[src/hw/rtl/packed_pattern_cell_decoder_defines.svh]
// assertion macros used by the decoder core
`ifndef PACKED_PATTERN_CELL_DECODER_DEFINES_SVH
`define PACKED_PATTERN_CELL_DECODER_DEFINES_SVH

// property checked on every rising edge outside reset
`define PPCD_ASSERT(name, clk, rst_n, prop, msg) \
    name: assert property (@(posedge clk) disable iff (!rst_n) (prop)) else $error(msg);

// condition in one cycle implies a consequence in the next
`define PPCD_ASSERT_NEXT(name, clk, rst_n, cond, cons, msg) \
    name: assert property (@(posedge clk) disable iff (!rst_n) (cond) |=> (cons)) \
        else $error(msg);

`endif

[src/hw/rtl/ppcd_pkg.sv]
package ppcd_pkg;

    // pattern geometry
    localparam int ROWS      = 64;
    localparam int ROW_W     = $clog2(ROWS + 1);
    localparam int ROW_IDX_W = 6;
    localparam int LEN_W     = 16;
    localparam int BYTE_CNT_W = LEN_W + 1;

    // input item kinds
    localparam logic MODE_START = 1'b0;
    localparam logic MODE_DATA  = 1'b1;

    // note kinds
    localparam logic [1:0] KIND_EMPTY = 2'd0;
    localparam logic [1:0] KIND_NOTE  = 2'd1;
    localparam logic [1:0] KIND_CUT   = 2'd2;

    // special note bytes and limits
    localparam logic [7:0] NOTE_EMPTY_BYTE = 8'd255;
    localparam logic [7:0] NOTE_CUT_BYTE   = 8'd254;
    localparam logic [7:0] VOL_MAX         = 8'd64;

    // flag byte bits
    localparam int FLAG_NOTE_BIT = 5;
    localparam int FLAG_VOL_BIT  = 6;
    localparam int FLAG_CMD_BIT  = 7;

    typedef struct packed {
        logic             mode;
        logic [LEN_W-1:0] packed_length;
        logic [7:0]       data_byte;
    } t_item;

    typedef struct packed {
        logic                 cell_valid;
        logic [4:0]           channel;
        logic [ROW_IDX_W-1:0] row_index;
        logic [1:0]           note_kind;
        logic [7:0]           note_value;
        logic signed [8:0]    instrument;
        logic                 has_volume;
        logic [6:0]           volume;
        logic                 has_command;
        logic signed [8:0]    command;
        logic [7:0]           parameter_res;
        logic                 pattern_done;
    } t_cell;

endpackage

[src/hw/rtl/ppcd_in_reg.sv]
module ppcd_in_reg (
    input  logic           i_clk,
    input  logic           i_rst_n,
    input  logic           i_valid,
    input  ppcd_pkg::t_item i_item,
    output logic           o_ready,
    input  logic           i_advance,
    output logic           o_valid,
    output ppcd_pkg::t_item o_item
);
    import ppcd_pkg::*;

    logic  r_valid;
    t_item r_item;

    // register takes a new item when empty or when its item moves on
    assign o_ready = !r_valid || i_advance;

    always_ff @(posedge i_clk) begin
        if (!i_rst_n) begin
            r_valid <= 1'b0;
        end else if (o_ready) begin
            r_valid <= i_valid;
        end
    end

    // payload holds no reset
    always_ff @(posedge i_clk) begin
        if (o_ready && i_valid) begin
            r_item <= i_item;
        end
    end

    assign o_valid = r_valid;
    assign o_item  = r_item;

endmodule

[src/hw/rtl/ppcd_core.sv]
`include "packed_pattern_cell_decoder_defines.svh"

module ppcd_core (
    input  logic            i_clk,
    input  logic            i_rst_n,
    input  logic            i_step,
    input  ppcd_pkg::t_item i_item,
    output logic            o_res_valid,
    output ppcd_pkg::t_cell o_res
);
    import ppcd_pkg::*;

    // parser phases
    localparam logic [2:0] PH_FLAG  = 3'd0;
    localparam logic [2:0] PH_NOTE  = 3'd1;
    localparam logic [2:0] PH_INSTR = 3'd2;
    localparam logic [2:0] PH_VOL   = 3'd3;
    localparam logic [2:0] PH_CMD   = 3'd4;
    localparam logic [2:0] PH_PARAM = 3'd5;

    logic [2:0]            r_phase,    n_phase;
    logic [7:0]            r_flags,    n_flags;
    logic [ROW_W-1:0]      r_row,      n_row;
    logic [BYTE_CNT_W-1:0] r_bytes,    n_bytes;
    logic [LEN_W-1:0]      r_limit,    n_limit;
    logic                  r_finished, n_finished;
    logic [1:0]            r_kind,     n_kind;
    logic [7:0]            r_note,     n_note;
    logic [8:0]            r_instr,    n_instr;
    logic [6:0]            r_vol,      n_vol;
    logic [8:0]            r_cmd,      n_cmd;
    logic [7:0]            r_param,    n_param;

    logic [7:0]            b;
    logic [7:0]            note_calc;
    logic [ROW_W-1:0]      row_inc;
    logic [BYTE_CNT_W-1:0] bytes_inc;
    logic                  emit;
    logic                  done_cell;
    logic                  done_row;

    // next field to expect after a given phase, from the flag byte
    function automatic logic [2:0] next_phase(input logic [2:0] after,
                                              input logic [7:0] flags);
        logic [2:0] ph;
        ph = PH_FLAG;
        if (after < PH_NOTE && flags[FLAG_NOTE_BIT]) begin
            ph = PH_NOTE;
        end else if (after < PH_VOL && flags[FLAG_VOL_BIT]) begin
            ph = PH_VOL;
        end else if (after < PH_CMD && flags[FLAG_CMD_BIT]) begin
            ph = PH_CMD;
        end
        return ph;
    endfunction

    assign b = i_item.data_byte;

    // octave * 12 + semitone, times twelve as two shifts
    assign note_calc = ({4'd0, b[7:4]} << 3) + ({4'd0, b[7:4]} << 2) + {4'd0, b[3:0]};

    // counters as they stand once this byte is taken
    assign row_inc   = r_row + 1'b1;
    assign bytes_inc = r_bytes + 1'b1;

    // end-of-pattern tests use the byte count including this byte
    assign done_cell = (r_row >= ROW_W'(ROWS))
                    || (bytes_inc > {1'b0, r_limit});
    assign done_row  = (row_inc >= ROW_W'(ROWS))
                    || (bytes_inc > {1'b0, r_limit});

    // per-byte decode and state update
    always_comb begin
        n_phase    = r_phase;
        n_flags    = r_flags;
        n_row      = r_row;
        n_bytes    = r_bytes;
        n_limit    = r_limit;
        n_finished = r_finished;
        n_kind     = r_kind;
        n_note     = r_note;
        n_instr    = r_instr;
        n_vol      = r_vol;
        n_cmd      = r_cmd;
        n_param    = r_param;
        emit       = 1'b0;
        o_res_valid = 1'b0;
        o_res       = '0;

        if (i_step) begin
            if (i_item.mode == MODE_START) begin
                n_limit    = i_item.packed_length;
                n_row      = '0;
                n_bytes    = '0;
                n_phase    = PH_FLAG;
                n_flags    = '0;
                n_kind     = KIND_EMPTY;
                n_note     = '0;
                n_instr    = '1;
                n_vol      = '0;
                n_cmd      = '1;
                n_param    = '0;
                n_finished = 1'b0;
            end else if (!r_finished) begin
                n_bytes = bytes_inc;
                case (r_phase)
                    PH_FLAG: begin
                        if (b == 8'd0) begin
                            n_row = row_inc;
                            if (done_row) begin
                                n_finished         = 1'b1;
                                o_res_valid        = 1'b1;
                                o_res.pattern_done = 1'b1;
                            end
                        end else begin
                            n_flags = b;
                            n_kind  = KIND_EMPTY;
                            n_note  = '0;
                            n_instr = '1;
                            n_vol   = '0;
                            n_cmd   = '1;
                            n_param = '0;
                            n_phase = next_phase(PH_FLAG, b);
                            emit    = (n_phase == PH_FLAG);
                        end
                    end
                    PH_NOTE: begin
                        if (b == NOTE_EMPTY_BYTE) begin
                            n_kind = KIND_EMPTY;
                            n_note = '0;
                        end else if (b == NOTE_CUT_BYTE) begin
                            n_kind = KIND_CUT;
                            n_note = '0;
                        end else begin
                            n_kind = KIND_NOTE;
                            n_note = note_calc;
                        end
                        n_phase = PH_INSTR;
                    end
                    PH_INSTR: begin
                        n_instr = {1'b0, b} - 9'd1;
                        n_phase = next_phase(PH_INSTR, r_flags);
                        emit    = (n_phase == PH_FLAG);
                    end
                    PH_VOL: begin
                        n_vol   = (b > VOL_MAX) ? VOL_MAX[6:0] : b[6:0];
                        n_phase = next_phase(PH_VOL, r_flags);
                        emit    = (n_phase == PH_FLAG);
                    end
                    PH_CMD: begin
                        n_cmd   = {1'b0, b} - 9'd1;
                        n_phase = PH_PARAM;
                    end
                    default: begin
                        n_param = b;
                        n_phase = PH_FLAG;
                        emit    = 1'b1;
                    end
                endcase

                // finished cell goes out with its row
                if (emit) begin
                    n_finished          = done_cell;
                    o_res_valid         = 1'b1;
                    o_res.cell_valid    = 1'b1;
                    o_res.channel       = n_flags[4:0];
                    o_res.row_index     = ROW_IDX_W'(r_row);
                    o_res.note_kind     = n_kind;
                    o_res.note_value    = n_note;
                    o_res.instrument    = n_instr;
                    o_res.has_volume    = n_flags[FLAG_VOL_BIT];
                    o_res.volume        = n_vol;
                    o_res.has_command   = n_flags[FLAG_CMD_BIT];
                    o_res.command       = n_cmd;
                    o_res.parameter_res = n_param;
                    o_res.pattern_done  = done_cell;
                end
            end
        end
    end

    always_ff @(posedge i_clk) begin
        if (!i_rst_n) begin
            r_phase    <= PH_FLAG;
            r_flags    <= '0;
            r_row      <= '0;
            r_bytes    <= '0;
            r_limit    <= '0;
            r_finished <= 1'b1;
            r_kind     <= KIND_EMPTY;
            r_note     <= '0;
            r_instr    <= '1;
            r_vol      <= '0;
            r_cmd      <= '1;
            r_param    <= '0;
        end else begin
            r_phase    <= n_phase;
            r_flags    <= n_flags;
            r_row      <= n_row;
            r_bytes    <= n_bytes;
            r_limit    <= n_limit;
            r_finished <= n_finished;
            r_kind     <= n_kind;
            r_note     <= n_note;
            r_instr    <= n_instr;
            r_vol      <= n_vol;
            r_cmd      <= n_cmd;
            r_param    <= n_param;
        end
    end

    // checks
    `PPCD_ASSERT(a_row_bound, i_clk, i_rst_n,
        r_row <= ROW_W'(ROWS), "row count past end")
    `PPCD_ASSERT(a_quiet_when_done, i_clk, i_rst_n,
        !(r_finished && o_res_valid), "result after end")
    `PPCD_ASSERT_NEXT(a_start_clears, i_clk, i_rst_n,
        i_step && i_item.mode == MODE_START,
        r_phase == PH_FLAG && !r_finished && r_row == '0,
        "start did not restart decoding")
    `PPCD_ASSERT_NEXT(a_done_sticks, i_clk, i_rst_n,
        o_res_valid && o_res.pattern_done, r_finished, "end of pattern not held")
    `PPCD_ASSERT(a_emit_between_cells, i_clk, i_rst_n,
        !(o_res_valid && n_phase != PH_FLAG), "result with cell still open")

endmodule

[src/hw/rtl/packed_pattern_cell_decoder.sv]
// Packed pattern cell decoder: takes one packed pattern byte (or one start
// item carrying the packed length) per clock and returns at most one decoded
// note cell or end-of-pattern marker per byte. An accepted item passes the
// input register, then the result register. Throughput is one item every
// cycle while the result side accepts, set by the parser state update in the
// decode core; a stalled result side holds the input side through tready.
// After reset the decoder ignores data bytes until a start item arrives, and
// again once a pattern has ended (row limit reached or length exceeded).
module packed_pattern_cell_decoder (
    input  logic        i_clk,
    input  logic        i_rst_n,
    // input stream
    input  logic        i_s_tvalid,
    output logic        o_s_tready,
    input  logic [23:0] i_s_tdata,   // packed_length[15:0], data_byte[23:16]
    input  logic        i_s_tuser,   // mode
    // result stream
    output logic        o_m_tvalid,
    input  logic        i_m_tready,
    output logic [55:0] o_m_tdata,   // channel, row_index, note_kind, note_value,
                                     // instrument, has_volume, volume,
                                     // has_command, command, parameter_res
    output logic        o_m_tuser,   // cell_valid
    output logic        o_m_tlast    // pattern_done
);
    import ppcd_pkg::*;

    t_item in_item;
    t_item q_item;
    logic  q_valid;
    logic  out_free;
    logic  step;
    logic  res_valid;
    t_cell res;
    logic  r_out_valid;
    t_cell r_out;

    assign in_item.mode          = i_s_tuser;
    assign in_item.packed_length = i_s_tdata[15:0];
    assign in_item.data_byte     = i_s_tdata[23:16];

    // result register can take a value when empty or being drained
    assign out_free = !r_out_valid || i_m_tready;
    assign step     = q_valid && out_free;

    ppcd_in_reg u_in_reg (
        .i_clk     (i_clk),
        .i_rst_n   (i_rst_n),
        .i_valid   (i_s_tvalid),
        .i_item    (in_item),
        .o_ready   (o_s_tready),
        .i_advance (out_free),
        .o_valid   (q_valid),
        .o_item    (q_item)
    );

    ppcd_core u_core (
        .i_clk       (i_clk),
        .i_rst_n     (i_rst_n),
        .i_step      (step),
        .i_item      (q_item),
        .o_res_valid (res_valid),
        .o_res       (res)
    );

    // result register
    always_ff @(posedge i_clk) begin
        if (!i_rst_n) begin
            r_out_valid <= 1'b0;
        end else if (out_free) begin
            r_out_valid <= step && res_valid;
        end
    end

    always_ff @(posedge i_clk) begin
        if (out_free && step && res_valid) begin
            r_out <= res;
        end
    end

    // pack the result transfer
    assign o_m_tvalid = r_out_valid;
    assign o_m_tuser  = r_out.cell_valid;
    assign o_m_tlast  = r_out.pattern_done;
    assign o_m_tdata  = {r_out.parameter_res, r_out.command, r_out.has_command,
                         r_out.volume, r_out.has_volume, r_out.instrument,
                         r_out.note_value, r_out.note_kind, r_out.row_index,
                         r_out.channel};

endmodule
[config.mk]
export PLATFORM = sky130hd
export DESIGN_NAME = packed_pattern_cell_decoder
export DESIGN_NICKNAME = d
export VERILOG_FILES = /design/src/hw/rtl/ppcd_pkg.sv /design/src/hw/rtl/ppcd_in_reg.sv /design/src/hw/rtl/ppcd_core.sv /design/src/hw/rtl/packed_pattern_cell_decoder.sv
export VERILOG_INCLUDE_DIRS = /design/src /design/src/hw/rtl
export SDC_FILE = /design/constraint.sdc
export NUM_CORES = 1
export LEC_CHECK = 0
export BUFFER_PORTS_ARGS = -buffer_cell sky130_fd_sc_hd__buf_2
export CAP_MARGIN = 20
export CORE_MARGIN = 5
export CORE_UTILIZATION = 53
export CTS_BUF_LIST = sky130_fd_sc_hd__clkbuf_4 sky130_fd_sc_hd__clkbuf_8 sky130_fd_sc_hd__clkbuf_16
export DETAILED_ROUTE_END_ITERATION = 7
export HOLD_SLACK_MARGIN = 0.05
export PLACE_DENSITY = 0.76
export SLEW_MARGIN = 25
export SYNTH_ARGS = -nofsm -noshare
export SYNTH_HDL_FRONTEND = slang
export SYNTH_SLANG_ARGS = --single-unit
[constraint.sdc]
create_clock -name i_clk -period 5.72 [get_ports i_clk]
set_input_delay 0 -clock i_clk [delete_from_list [all_inputs] [get_ports i_clk]]
set_output_delay 0 -clock i_clk [all_outputs]
set_load 0.02 [all_outputs]
# Word-level counts from Yosys, hierarchy flattened

Index checks and enable logic that the tools add are counted.

Register bits: 179
Bits in latches: 0
Memory bits (writable): 0
Memory bits (read-only): 0
Input bits: 29
Output and inout port bits: 60
Logic and storage cells: 152
Memories: 0

Add/sub/neg operators: 5
Multiply operators: 0
Div/mod/pow operators: 0
Magnitude comparators: 4
Equal/unequal tests: 10
Shift-type cells: 0
Mux-type cells: 77
Bitwise logic cells: 3
Reductions and logical operators: 24

Operators by type and width:

| cell                                                | number |
|---|---|
| two-way mux 8 bit                                   | 12 |
| two-way mux 3 bit                                   | 21 |
| two-way mux 58 bit                                  | 1 |
| two-way mux 7 bit                                   | 8 |
| two-way mux 9 bit                                   | 6 |
| case mux 9 bit (2 select lines)                     | 2 |
| two-way mux 17 bit                                  | 2 |
| case mux 8 bit (2 select lines)                     | 2 |
| adder 17 x 1 -> 17 bit (second input constant)      | 1 |
| > comparator 17 x 16 -> 1 bit                       | 1 |
| equality test 8 bit (second input constant)         | 2 |
| case mux 3 bit (5 select lines)                     | 1 |
| >= comparator 7 bit (second input constant)         | 2 |
| two-way mux 1 bit                                   | 14 |
| case mux 7 bit (2 select lines)                     | 1 |
| zero test 3 bit                                     | 4 |
| two-way mux 2 bit                                   | 5 |
| subtractor 8 x 1 -> 9 bit (second input constant)   | 1 |
| adder 7 x 6 -> 8 bit                                | 1 |
| adder 8 x 4 -> 8 bit                                | 1 |
| > comparator 8 x 7 -> 1 bit (second input constant) | 1 |
| zero test 8 bit                                     | 1 |
| OR reduction 4 bit                                  | 2 |
| adder 7 x 1 -> 7 bit (second input constant)        | 1 |
| 17 further kinds                                    | 30 |

# Longest topological paths before layout

Gate-level depths: netlist of the first run.

Depth after elaboration: 19
Depth in mapped cells: 13
Mapped depth without buffers: 12

# Cells and area by module

From an unflattened synthesis of the first run, not the netlist that was laid out.

Cells, all modules: 841
Area, all modules: 8340.5 um^2

By module, submodules not included:

| module                      | instances | cells an instance | area an instance (um^2) | sequential area each (um^2) |
|---|---|---|---|---|
| ppcd_core                   | 1         | 747               | 5719.2                  | 1881.8 |
| packed_pattern_cell_decoder | 1         | 64                | 1813.0                  | 1761.7 |
| ppcd_in_reg                 | 1         | 30                | 808.3                   | 770.7 |

# Worst setup path before layout of the first run

OpenSTA, ideal clock, no wires.

Path kind: register to register
Start: register u_core.r_bytes[7]
End: register r_out (netlist bit o_m_tdata[0]), enable pin
Setup time: 0.493 ns
Arrival: 5.285 ns
Data required time: 5.227 ns
Slack: -0.058 ns
Cell stages (with the launch flop): 12
Clock period less this slack: 5.778 ns
Cell sequence: dfxtp_1 clkbuf_1 nand4_1 or4_1 clkbuf_2 or2_4 xnor2_1 ha_1 nand3_1 o31ai_1 nand3_1 a21oi_1

Longest elaborated chain between the ends: 11

RTL lines:

| what                          | RTL line                          | RTL |
|---|---|---|
| start, declared               | ppcd_core.sv:24                   | `logic [BYTE_CNT_W-1:0] r_bytes, n_bytes;` |
| start signal, assigned        | ppcd_core.sv:200                  | `r_bytes <= n_bytes;` |
| adder 17 x 1 -> 17 bit        | ppcd_core.sv:64                   | `assign bytes_inc = r_bytes + 1'b1;` |
| > comparator 17 x 16 -> 1 bit | ppcd_core.sv:70                   | `\|\| (bytes_inc > {1'b0, r_limit});` |
| logical OR 1 bit              | ppcd_core.sv:70                   |  |
| two-way mux 1 bit             | ppcd_core.sv:110                  | `if (done_row) begin` |
| two-way mux 1 bit             | ppcd_core.sv:108                  | `if (b == 8'd0) begin` |
| two-way mux 1 bit             | ppcd_core.sv:106                  | `case (r_phase)` |
| two-way mux 1 bit             | ppcd_core.sv:162                  | `if (emit) begin` |
| two-way mux 1 bit             | ppcd_core.sv:104                  | `end else if (!r_finished) begin` |
| two-way mux 1 bit             | ppcd_core.sv:91                   | `if (i_item.mode == MODE_START) begin` |
| two-way mux 1 bit             | ppcd_core.sv:90                   | `if (i_step) begin` |
| logical AND 1 bit             | packed_pattern_cell_decoder.sv:76 | `if (out_free && step && res_valid) begin` |
| end signal, assigned          | packed_pattern_cell_decoder.sv:77 | `r_out <= res;` |
| end, declared                 | packed_pattern_cell_decoder.sv:36 | `t_cell r_out;` |

Every way passes these cells.
A chain may end at the register's enable or synchronous reset.

# Worst setup path in the final report of the first run

Start: register u_core.r_bytes[0]
End: register r_out (netlist bit o_m_tdata[53]), enable pin

Same word-level chain as after synthesis.

==> flow_summary.html, run 1 <==
<table>
<tr><th>Metric</th><th>Value</th></tr>
<tr><th colspan="2">STA</th></tr>
<tr><td>Rel. slew slack</td><td>32.6%</td></tr>
<tr><td>Hold Vio Cnt, Final</td><td>0</td></tr>
<tr><td>Pins Over Slew Limit</td><td>0</td></tr>
<tr><td>Unrepaired setup endpoints after global routing</td><td>no</td></tr>
<tr><td>Total negative setup slack</td><td>0 ns</td></tr>
<tr><td>WHS</td><td>0.0980 ns</td></tr>
<tr><td>Final critical-path share of the clock period</td><td>73.2%</td></tr>
<tr><td>Worst slew pin tran</td><td>1.01 ns</td></tr>
<tr><td>Maximum clock frequency</td><td>239 MHz</td></tr>
<tr><td>Minimum clock period after layout</td><td>4.19 ns</td></tr>
<tr><td>Worst clock skew</td><td>0.00756 ns</td></tr>
<tr><td>Total setup violations reported at the end of the flow</td><td>0</td></tr>
<tr><th colspan="2">Routing</th></tr>
<tr><td>Average wire per standard cell</td><td>15.7 um</td></tr>
<tr><td>Post-route ant nets</td><td>0</td></tr>
<tr><td>First-iteration detailed-routing DRC count</td><td>585</td></tr>
<tr><td>Routed via count</td><td>6,464</td></tr>
<tr><td>Length of the first detailed-routing pass in iterations</td><td>5</td></tr>
<tr><td>Total wire length after detailed routing</td><td>18.3 mm</td></tr>
<tr><td>Remaining routing DRC violations</td><td>0</td></tr>
<tr><td>Vias per cell</td><td>5.53</td></tr>
<tr><th colspan="2">CTS</th></tr>
<tr><td>Insertion delay to the later sink of the worst-skew pair</td><td>0.44 ns</td></tr>
<tr><td>H-Tree Depth</td><td>4</td></tr>
<tr><td>Root Buffer</td><td>sky130_fd_sc_hd__clkbuf_16</td></tr>
<tr><td>Quantity of gates resized following cts</td><td>0</td></tr>
<tr><td>Setup repair bufs after CTS</td><td>0</td></tr>
<tr><td>Clock-pin slew reported for the worst setup and hold paths after clock tree synthesis</td><td>0.07 ns</td></tr>
<tr><td>Post-cts hold buffer count</td><td>26</td></tr>
<tr><td>TritonCTS clock tree</td><td>built</td></tr>
<tr><td>Total CTS buffers</td><td>17</td></tr>
<tr><td>Clock sinks</td><td>179</td></tr>
<tr><td>Clock buffer depth</td><td>2</td></tr>
<tr><th colspan="2">Final layout</th></tr>
<tr><td>Ant diodes</td><td>0</td></tr>
<tr><td>Number of fill cells in the layout</td><td>1,344</td></tr>
<tr><td>Proportion of layout cells with a drive suffix above 1</td><td>15.5%</td></tr>
<tr><td>Final layout net count</td><td>1,007</td></tr>
<tr><td>Area growth, synth to finish</td><td>16.8%</td></tr>
<tr><th colspan="2">Synthesis</th></tr>
<tr><td>Synth Register Bits</td><td>179</td></tr>
<tr><td>Most instantiated cells after synthesis</td><td>116 x sky130_fd_sc_hd__nand2_1, 96 x sky130_fd_sc_hd__dfxtp_1, 83 x sky130_fd_sc_hd__edfxtp_1</td></tr>
<tr><td>Proportion of synthesized flip-flops having asynchronous set or reset</td><td>0%</td></tr>
<tr><td>Top cell type by total area after synthesis</td><td>sky130_fd_sc_hd__edfxtp_1</td></tr>
<tr><td>Dominant cells by area after synthesis</td><td>sky130_fd_sc_hd__edfxtp_1 30%, sky130_fd_sc_hd__dfxtp_1 23%, sky130_fd_sc_hd__ha_1 5.5%</td></tr>
<tr><td>Prevailing post-synth register cell</td><td>sky130_fd_sc_hd__dfxtp_1</td></tr>
<tr><td>Number of library cell types mapped by synthesis</td><td>59</td></tr>
<tr><td>Number of synthesized flops with an enable pin</td><td>83</td></tr>
<tr><td>Fraction of post-synthesis cell area in the top cell type by area</td><td>29.5%</td></tr>
<tr><td>Register area share after synthesis</td><td>52.3%</td></tr>
<tr><td>Yosys warns</td><td>0</td></tr>
<tr><td>Post-synthesis cell area</td><td>8450 um^2</td></tr>
<tr><td>Mean instance size in the synthesized netlist</td><td>9.97 um^2</td></tr>
<tr><td>Synthesized Nets</td><td>915</td></tr>
<tr><td>Synthesized netlist cell count</td><td>847</td></tr>
<tr><td>Most frequently used cell type in the post-synthesis netlist</td><td>sky130_fd_sc_hd__nand2_1</td></tr>
<tr><th colspan="2">Die</th></tr>
<tr><td>Standard-cell row count</td><td>46</td></tr>
<tr><td>Horizontal die dimension</td><td>136 um</td></tr>
<tr><td>Number of top-level pins</td><td>89</td></tr>
<tr><td>Overall die height</td><td>136 um</td></tr>
<tr><td>Initial cell density of the core</td><td>53.6%</td></tr>
<tr><td>Standard cell core area</td><td>15,800 um^2</td></tr>
<tr><td>Die area</td><td>18,600 um^2</td></tr>
<tr><th colspan="2">Outcome</th></tr>
<tr><td>Status</td><td>complete, no violations</td></tr>
<tr><th colspan="2">GRT</th></tr>
<tr><td>Number of antenna violations at the first check in global routing</td><td>0</td></tr>
<tr><td>Overall track demand over capacity in global routing</td><td>20.5%</td></tr>
<tr><td>Wire length of the first global-routing pass</td><td>30.1 mm</td></tr>
<tr><td>Maximum number of pins on one net before global-route repair</td><td>96</td></tr>
<tr><td>Overflow left after global routing</td><td>0</td></tr>
<tr><td>Via count of the first global-routing pass</td><td>6,066</td></tr>
<tr><th colspan="2">Placement</th></tr>
<tr><td>Post-detailed-placement half-perimeter wirelength</td><td>11.9 mm</td></tr>
<tr><td>Placer Congestion</td><td>0.872</td></tr>
<tr><td>Port bufs</td><td>88</td></tr>
<tr><th colspan="2">Power</th></tr>
<tr><td>Leak</td><td>3.41 nW</td></tr>
<tr><td>Power density over the cells</td><td>275 nW/um^2</td></tr>
<tr><td>VDD IR-drop max</td><td>0.221 mV</td></tr>
<tr><th colspan="2">Setup path</th></tr>
<tr><td>Worst Setup End Kind</td><td>register</td></tr>
<tr><td>Largest fanout of any net on the critical path</td><td>35</td></tr>
<tr><td>Kind of critical path</td><td>register to register</td></tr>
<tr><td>Worst EP arrival</td><td>4.32 ns</td></tr>
<tr><td>Required arrival time at the worst endpoint</td><td>5.85 ns</td></tr>
<tr><td>Type of origin of the critical path</td><td>register</td></tr>
<tr><th colspan="2">Run</th></tr>
<tr><td>MaxCap Viol Count</td><td>0</td></tr>
<tr><th colspan="2">Min path</th></tr>
<tr><td>Hold WC Path Type</td><td>primary input to register</td></tr>
</table>
[state kept, by name, indices dropped and copies added, names as in the netlist]
register / flops
u_core.r_flags: 7
u_core.r_bytes: 17
u_core.r_finished: 1
u_core.r_param: 8
o_m_tdata: 56
o_m_tuser: 1
u_core.r_kind: 2
o_m_tvalid: 1
u_core.r_instr: 9
u_in_reg.o_item: 25
u_core.r_row: 7
u_core.r_cmd: 9
u_core.r_limit: 16
u_in_reg.o_valid: 1
u_core.r_vol: 7
o_m_tlast: 1
u_core.r_note: 8
u_core.r_phase: 3
[layout by cell type (no fill, tap or decap), types with 29 or more instances in the layout]
master                     count
sky130_fd_sc_hd__ha_1         37
sky130_fd_sc_hd__a21oi_1      50
sky130_fd_sc_hd__nor2_1       56
sky130_fd_sc_hd__buf_2        88
sky130_fd_sc_hd__nand2_1     115
sky130_fd_sc_hd__nor2b_1      56
sky130_fd_sc_hd__inv_1        29
sky130_fd_sc_hd__a22oi_1      48
sky130_fd_sc_hd__edfxtp_1     83
sky130_fd_sc_hd__dfxtp_1      96
[through the flow]
step                      setup slack, ns  power [mW]  utilization (%)  std cells  area, um^2
final                                1.53        2.72             62.6       1168        9870
after global routing                 1.28        2.82             62.6       1168        9870
after CTS                            1.56        2.73             62.6       1168        9860
after detailed placement             1.61        1.60             57.3       1110        9030
after global placement               1.75        1.60             57.2       1110        9020
after floorplan                      1.22        1.54                -        847        8450
[routing by layer]
layer / up-vias / share of wire [%] / track usage, %
met5: - / 0 / 0
met4: 0 / 1.7 / 7.11
met3: 26 / 5.3 / 4.55
met2: 181 / 46 / 31.7
met1: 3066 / 47 / 28.4
li1: 3191 / - / -
[critical path, cell delays in order (launching register included)]
cell                      delay, ns
sky130_fd_sc_hd__dfxtp_1       0.43
sky130_fd_sc_hd__ha_1          0.30
sky130_fd_sc_hd__nand3_1       0.13
sky130_fd_sc_hd__or4_1         0.57
sky130_fd_sc_hd__nor2_1        0.17
sky130_fd_sc_hd__xor2_1        0.10
sky130_fd_sc_hd__ha_1          0.31
sky130_fd_sc_hd__nand3_1       0.14
sky130_fd_sc_hd__o31ai_1       0.45
sky130_fd_sc_hd__nand3_1       0.19
sky130_fd_sc_hd__a21oi_4       0.77
sky130_fd_sc_hd__buf_12        0.29
[worst paths after layout]
path                                   startpoint           endpoint  slack (ns)  cells after the start
worst max-delay path            u_core.r_bytes[0]      o_m_tdata[53]        1.53                     11
worst min register to register  u_core.r_limit[8]  u_core.r_limit[8]        0.47                      2
worst max register to register  u_core.r_bytes[0]      o_m_tdata[53]        1.53                     11
worst min-delay path                   i_m_tready   u_in_reg.o_valid         0.1                      4
[logic make-up after synthesis]
kind of cell               after synthesis  share of synthesized area [%]
AOI/OAI and AO/OA                      194                           15.1
xor gates and xnor gates                27                           2.80
adders and majority gates               39                           5.96
buffers and inverters                   78                           3.93
DFF                                    179                           52.3
muxes                                    8                          0.948
and+or+nand+nor                        322                           19.0
[report_power, final]
group | switching (mW) | internal, mW
clock | 0.493 | 0.633
combinational | 0.119 | 0.0798
sequential | 0.0332 | 1.36
total | 0.645 | 2.07
[layout make-up]
cell class              count  area [um^2]  share of cell area (%)
clock buffers              21          468                    4.74
clock inverters            11          101                    1.03
inverters                  29          109                    1.10
multi-input cells         590         3730                    37.8
flip-flops and latches    179         4410                    44.7
well taps                 216          270                    2.74
repair buffers            122          773                    7.84
Note: power is estimated with default switching activity, not from simulation.
==> run 2, diff against run 1 <==
ABC_AREA = 1   (was unset)
clock period = 3.5 ns   (was 5.72 ns; I/O delays follow)
==> run 2 against run 1 <==
Non-clock buffer count up 7. Utilization up 1.8 points. Clock-buffer cell count down 2. Flip-flop and latch count unchanged. Clock power up 61%. First-iteration DRC count down 29%. Clock skew up 0.0028 ns. Worst setup slack worse by 1.2 ns. Global-route usage up 0.75 points. Combinational power up 52%. Power up 61%. Highest routed layer unchanged.
==> flow_summary.html, run 2 <==
<table>
<tr><th>Metric</th><th>Value</th></tr>
<tr><th colspan="2">CTS</th></tr>
<tr><td>Clock buffer depth</td><td>2 (unchanged)</td></tr>
<tr><td>Quantity of gates resized following cts</td><td>0 (unchanged)</td></tr>
<tr><td>H-Tree Depth</td><td>4 (unchanged)</td></tr>
<tr><td>TritonCTS clock tree</td><td>built</td></tr>
<tr><td>Root Buffer</td><td>sky130_fd_sc_hd__clkbuf_16</td></tr>
<tr><td>Total CTS buffers</td><td>17 (unchanged)</td></tr>
<tr><td>Clock sinks</td><td>179 (unchanged)</td></tr>
<tr><td>Clock-pin slew reported for the worst setup and hold paths after clock tree synthesis</td><td>0.07 ns (about the same)</td></tr>
<tr><td>Insertion delay to the later sink of the worst-skew pair</td><td>0.44 ns (about the same)</td></tr>
<tr><td>Post-cts hold buffer count</td><td>30 (+15%)</td></tr>
<tr><td>Setup repair bufs after CTS</td><td>0 (unchanged)</td></tr>
<tr><th colspan="2">Final layout</th></tr>
<tr><td>Number of fill cells in the layout</td><td>1,234 (-8.2%)</td></tr>
<tr><td>Final std cell area, no fill</td><td>9820 um^2 (-0.48%)</td></tr>
<tr><td>Max reg flops</td><td>56 (unchanged)</td></tr>
<tr><td>Commonest non-fill, non-tap cell in the layout</td><td>sky130_fd_sc_hd__nand2_1</td></tr>
<tr><td>Ant diodes</td><td>0 (unchanged)</td></tr>
<tr><td>Final layout net count</td><td>1,094 (+8.6%)</td></tr>
<tr><td>Proportion of layout cells with a drive suffix above 1</td><td>17.6% (+2.1 points)</td></tr>
<tr><td>Area growth, synth to finish</td><td>19.1%</td></tr>
<tr><td>Commonest cells after routing, fill and taps aside</td><td>188 x sky130_fd_sc_hd__nand2_1, 93 x sky130_fd_sc_hd__nor2_1, 92 x sky130_fd_sc_hd__dfxtp_1, 90 x sky130_fd_sc_hd__a21oi_1, 88 x sky130_fd_sc_hd__buf_2</td></tr>
<tr><th colspan="2">Power</th></tr>
<tr><td>Combinational share of power</td><td>6.9% (-0.4 points)</td></tr>
<tr><td>NetSw</td><td>1.06 mW (+65%)</td></tr>
<tr><td>Proportion of total power due to net switching</td><td>24.3% (+0.52 points)</td></tr>
<tr><td>Clock network fraction of total power</td><td>41.6% (+0.2 points)</td></tr>
<tr><td>Internal Power</td><td>3.31 mW (+60%)</td></tr>
<tr><td>Power density over the cells</td><td>446 nW/um^2 (+62%)</td></tr>
<tr><td>Part of the power in registers</td><td>51.5% (+0.2 points)</td></tr>
<tr><td>VDD IR-drop max</td><td>0.420 mV (+90%)</td></tr>
<tr><td>Leak</td><td>4.08 nW (+20%)</td></tr>
<tr><th colspan="2">Die</th></tr>
<tr><td>Overall die height</td><td>135 um (-1.1%)</td></tr>
<tr><td>Standard-cell row count</td><td>45 (-2.2%)</td></tr>
<tr><td>Number of top-level pins</td><td>89 (unchanged)</td></tr>
<tr><td>Die area</td><td>18,200 um^2 (-2.2%)</td></tr>
<tr><td>Standard cell core area</td><td>15,300 um^2 (-3.2%)</td></tr>
<tr><td>Initial cell density of the core</td><td>54.0% (+0.48 points)</td></tr>
<tr><td>Horizontal die dimension</td><td>135 um (-1.1%)</td></tr>
<tr><th colspan="2">Run</th></tr>
<tr><td>MaxCap Viol Count</td><td>0 (unchanged)</td></tr>
<tr><th colspan="2">Setup path</th></tr>
<tr><td>Register-to-Register Setup Slack</td><td>0.30 ns (-1.23 ns)</td></tr>
<tr><td>Worst Setup End Kind</td><td>register</td></tr>
<tr><td>Reg-to-Reg Start</td><td>u_core.r_bytes[1]</td></tr>
<tr><td>Kind of critical path</td><td>register to register</td></tr>
<tr><td>Worst r2r dst</td><td>o_m_tdata[4]</td></tr>
<tr><td>Type of origin of the critical path</td><td>register</td></tr>
<tr><td>Required arrival time at the worst endpoint</td><td>3.62 ns (-2.23 ns)</td></tr>
<tr><td>Worst reg2reg path depth</td><td>24 (+13)</td></tr>
<tr><td>Largest fanout of any net on the critical path</td><td>42 (+20%)</td></tr>
<tr><td>Worst EP arrival</td><td>3.31 ns (-1.01 ns)</td></tr>
<tr><th colspan="2">Min path</th></tr>
<tr><td>Worst hold path endpoint</td><td>u_in_reg.o_item[18]</td></tr>
<tr><td>Launch instance of the worst min-delay path</td><td>i_s_tdata[10]</td></tr>
<tr><td>Hold WC Path Type</td><td>primary input to register</td></tr>
<tr><td>Worst hold path depth</td><td>2 (-2)</td></tr>
<tr><th colspan="2">STA</th></tr>
<tr><td>Minimum clock period after layout</td><td>3.20 ns (-0.991 ns)</td></tr>
<tr><td>Rel. slew slack</td><td>32.2% (-0.33 points)</td></tr>
<tr><td>Total negative setup slack</td><td>0 ns (unchanged)</td></tr>
<tr><td>Worst slew pin tran</td><td>1.02 ns (+0.00982 ns)</td></tr>
<tr><td>Worst clock skew</td><td>0.0104 ns (+0.00284 ns)</td></tr>
<tr><td>Maximum clock frequency</td><td>313 MHz (+31%)</td></tr>
<tr><td>Hold Vio Cnt, Final</td><td>0 (unchanged)</td></tr>
<tr><td>Unrepaired setup endpoints after global routing</td><td>no</td></tr>
<tr><td>Pins Over Slew Limit</td><td>0 (unchanged)</td></tr>
<tr><td>Final critical-path share of the clock period</td><td>91.3% (+18 points)</td></tr>
<tr><td>Total setup violations reported at the end of the flow</td><td>0 (unchanged)</td></tr>
<tr><th colspan="2">Synthesis</th></tr>
<tr><td>Most instantiated cells after synthesis</td><td>188 x sky130_fd_sc_hd__nand2_1, 96 x sky130_fd_sc_hd__dfxtp_1, 95 x sky130_fd_sc_hd__nor2_1</td></tr>
<tr><td>Register area share after synthesis</td><td>53.5% (+1.3 points)</td></tr>
<tr><td>Number of synthesized flops with an enable pin</td><td>83 (unchanged)</td></tr>
<tr><td>Mean instance size in the synthesized netlist</td><td>9.01 um^2 (-9.6%)</td></tr>
<tr><td>Synthesized netlist cell count</td><td>915 (+8.0%)</td></tr>
<tr><td>Dominant cells by area after synthesis</td><td>sky130_fd_sc_hd__edfxtp_1 30%, sky130_fd_sc_hd__dfxtp_1 23%, sky130_fd_sc_hd__nand2_1 8.6%</td></tr>
<tr><td>Fraction of post-synthesis cell area in the top cell type by area</td><td>30.2% (+0.72 points)</td></tr>
<tr><td>Yosys warns</td><td>0 (unchanged)</td></tr>
<tr><td>Post-synthesis cell area</td><td>8250 um^2 (-2.4%)</td></tr>
<tr><td>Prevailing post-synth register cell</td><td>sky130_fd_sc_hd__dfxtp_1</td></tr>
<tr><td>Top cell type by total area after synthesis</td><td>sky130_fd_sc_hd__edfxtp_1</td></tr>
<tr><td>Most frequently used cell type in the post-synthesis netlist</td><td>sky130_fd_sc_hd__nand2_1</td></tr>
<tr><td>Synth Register Bits</td><td>179 (unchanged)</td></tr>
<tr><td>Proportion of synthesized flip-flops having asynchronous set or reset</td><td>0% (unchanged)</td></tr>
<tr><td>Synthesized Nets</td><td>983 (+7.4%)</td></tr>
<tr><td>Number of library cell types mapped by synthesis</td><td>45 (-24%)</td></tr>
<tr><th colspan="2">Routing</th></tr>
<tr><td>Remaining routing DRC violations</td><td>0 (unchanged)</td></tr>
<tr><td>Post-route ant nets</td><td>0 (unchanged)</td></tr>
<tr><td>Average wire per standard cell</td><td>14.8 um (-5.3%)</td></tr>
<tr><td>Total wire length after detailed routing</td><td>18.5 mm (+1.4%)</td></tr>
<tr><td>First-iteration detailed-routing DRC count</td><td>415 (-29%)</td></tr>
<tr><td>Routed via count</td><td>6,529 (+1.0%)</td></tr>
<tr><td>Length of the first detailed-routing pass in iterations</td><td>5 (unchanged)</td></tr>
<tr><td>Vias per cell</td><td>5.22 (-5.6%)</td></tr>
<tr><th colspan="2">Placement</th></tr>
<tr><td>Port bufs</td><td>88 (unchanged)</td></tr>
<tr><td>Post-detailed-placement half-perimeter wirelength</td><td>12.4 mm (+4.7%)</td></tr>
<tr><td>Placer Congestion</td><td>0.868 (-0.48%)</td></tr>
<tr><td>Instance area at placement</td><td>8950 um^2 (-0.96%)</td></tr>
<tr><th colspan="2">GRT</th></tr>
<tr><td>Wire length of the first global-routing pass</td><td>30.6 mm (+1.7%)</td></tr>
<tr><td>Overall track demand over capacity in global routing</td><td>21.2% (+0.75 points)</td></tr>
<tr><td>Via count of the first global-routing pass</td><td>6,327 (+4.3%)</td></tr>
<tr><td>Maximum number of pins on one net before global-route repair</td><td>51 (-47%)</td></tr>
<tr><td>Number of antenna violations at the first check in global routing</td><td>0 (unchanged)</td></tr>
<tr><td>Overflow left after global routing</td><td>0 (unchanged)</td></tr>
<tr><th colspan="2">Outcome</th></tr>
<tr><td>Status</td><td>complete, no violations</td></tr>
</table>
-- run 2: logic make-up after synthesis --
| kind of cell | count (synthesis) | synth area share [%] |
|---|---|---|
| fa+ha+maj | 39 | 6.10 |
| xor+xnor | 22 | 2.43 |
| flops | 179 | 53.5 |
| simple gates | 337 | 17.5 |
| buf+inv | 141 | 6.53 |
| compound gates | 197 | 13.9 |
-- run 2: critical path: stages, from the launching register on --
cell and delay [ns]:
sky130_fd_sc_hd__dfxtp_2 0.38, sky130_fd_sc_hd__ha_4 0.17, sky130_fd_sc_hd__nand3_4 0.09, sky130_fd_sc_hd__nor2_4 0.15, sky130_fd_sc_hd__nand3_4 0.12, sky130_fd_sc_hd__xor2_1 0.14
sky130_fd_sc_hd__inv_1 0.07, sky130_fd_sc_hd__ha_1 0.29, sky130_fd_sc_hd__nand2_1 0.07, sky130_fd_sc_hd__nor2_1 0.20, sky130_fd_sc_hd__nand3b_1 0.11, sky130_fd_sc_hd__nand3_1 0.09
sky130_fd_sc_hd__nand2_1 0.05, sky130_fd_sc_hd__nand2_1 0.05, sky130_fd_sc_hd__nand2_1 0.05, sky130_fd_sc_hd__nand2_1 0.06, sky130_fd_sc_hd__nand2_1 0.05, sky130_fd_sc_hd__nand2_1 0.05
sky130_fd_sc_hd__nand2_1 0.07, sky130_fd_sc_hd__nand2_1 0.06, sky130_fd_sc_hd__nand2_1 0.05, sky130_fd_sc_hd__nand2_2 0.08, sky130_fd_sc_hd__nand2_4 0.07, sky130_fd_sc_hd__clkinvlp_4 0.11
sky130_fd_sc_hd__buf_12 0.21
-- run 2: layout make-up --
type / count / area [um^2] / area share, %
flip-flops and latches: 179 / 4420 / 45.0
clock buffers: 19 / 458 / 4.66
multi-input cells: 595 / 3330 / 33.9
well taps: 211 / 264 / 2.69
inverters: 104 / 394 / 4.01
repair buffers: 129 / 836 / 8.51
clock inverters: 13 / 113 / 1.15
-- run 2: metrics by stage --
step	std cells	hold slack [ns]	worst slack, ns	utilization [%]	power (mW)
floorplan	915	0.0989	-0.0318	-	2.48
global placement	1188	0.176	0.438	58.6	2.57
detailed placement	1188	0.178	0.361	58.6	2.57
CTS	1250	0.253	0.320	64.4	4.40
global route	1250	0.271	0.00567	64.4	4.54
finish	1250	0.265	0.304	64.4	4.38
-- run 2: worst max path at each step --
stage / start / endpoint / depth (start not counted)
2_1_floorplan: u_core.r_bytes[1] / o_m_tdata[0] / 22
3_3_place_gp: u_core.r_bytes[1] / o_m_tdata[44] / 24
3_5_place_dp: u_core.r_bytes[1] / o_m_tdata[40] / 24
4_1_cts: u_core.r_bytes[1] / o_m_tdata[40] / 24
5_1_grt: u_core.r_bytes[1] / o_m_tdata[38] / 23
6_report: u_core.r_bytes[1] / o_m_tdata[4] / 24
-- run 2: power groups by stage --
stage / combinational, mW / sequential [mW] / clock, mW
floorplan: 0.189 / 2.29 / 0
detailed placement: 0.270 / 2.30 / 0
finish: 0.302 / 2.26 / 1.82
global route: 0.337 / 2.26 / 1.94
global placement: 0.266 / 2.30 / 0
CTS: 0.298 / 2.25 / 1.85
-- run 2: routing by layer --
metal,GRT usage [%],part of all wire [%],up-vias
met1,24.8,41,3027
met2,38.1,52,180
met3,4.51,4.9,37
met4,8.03,2.4,0
met5,0,0,-
li1,-,-,3285
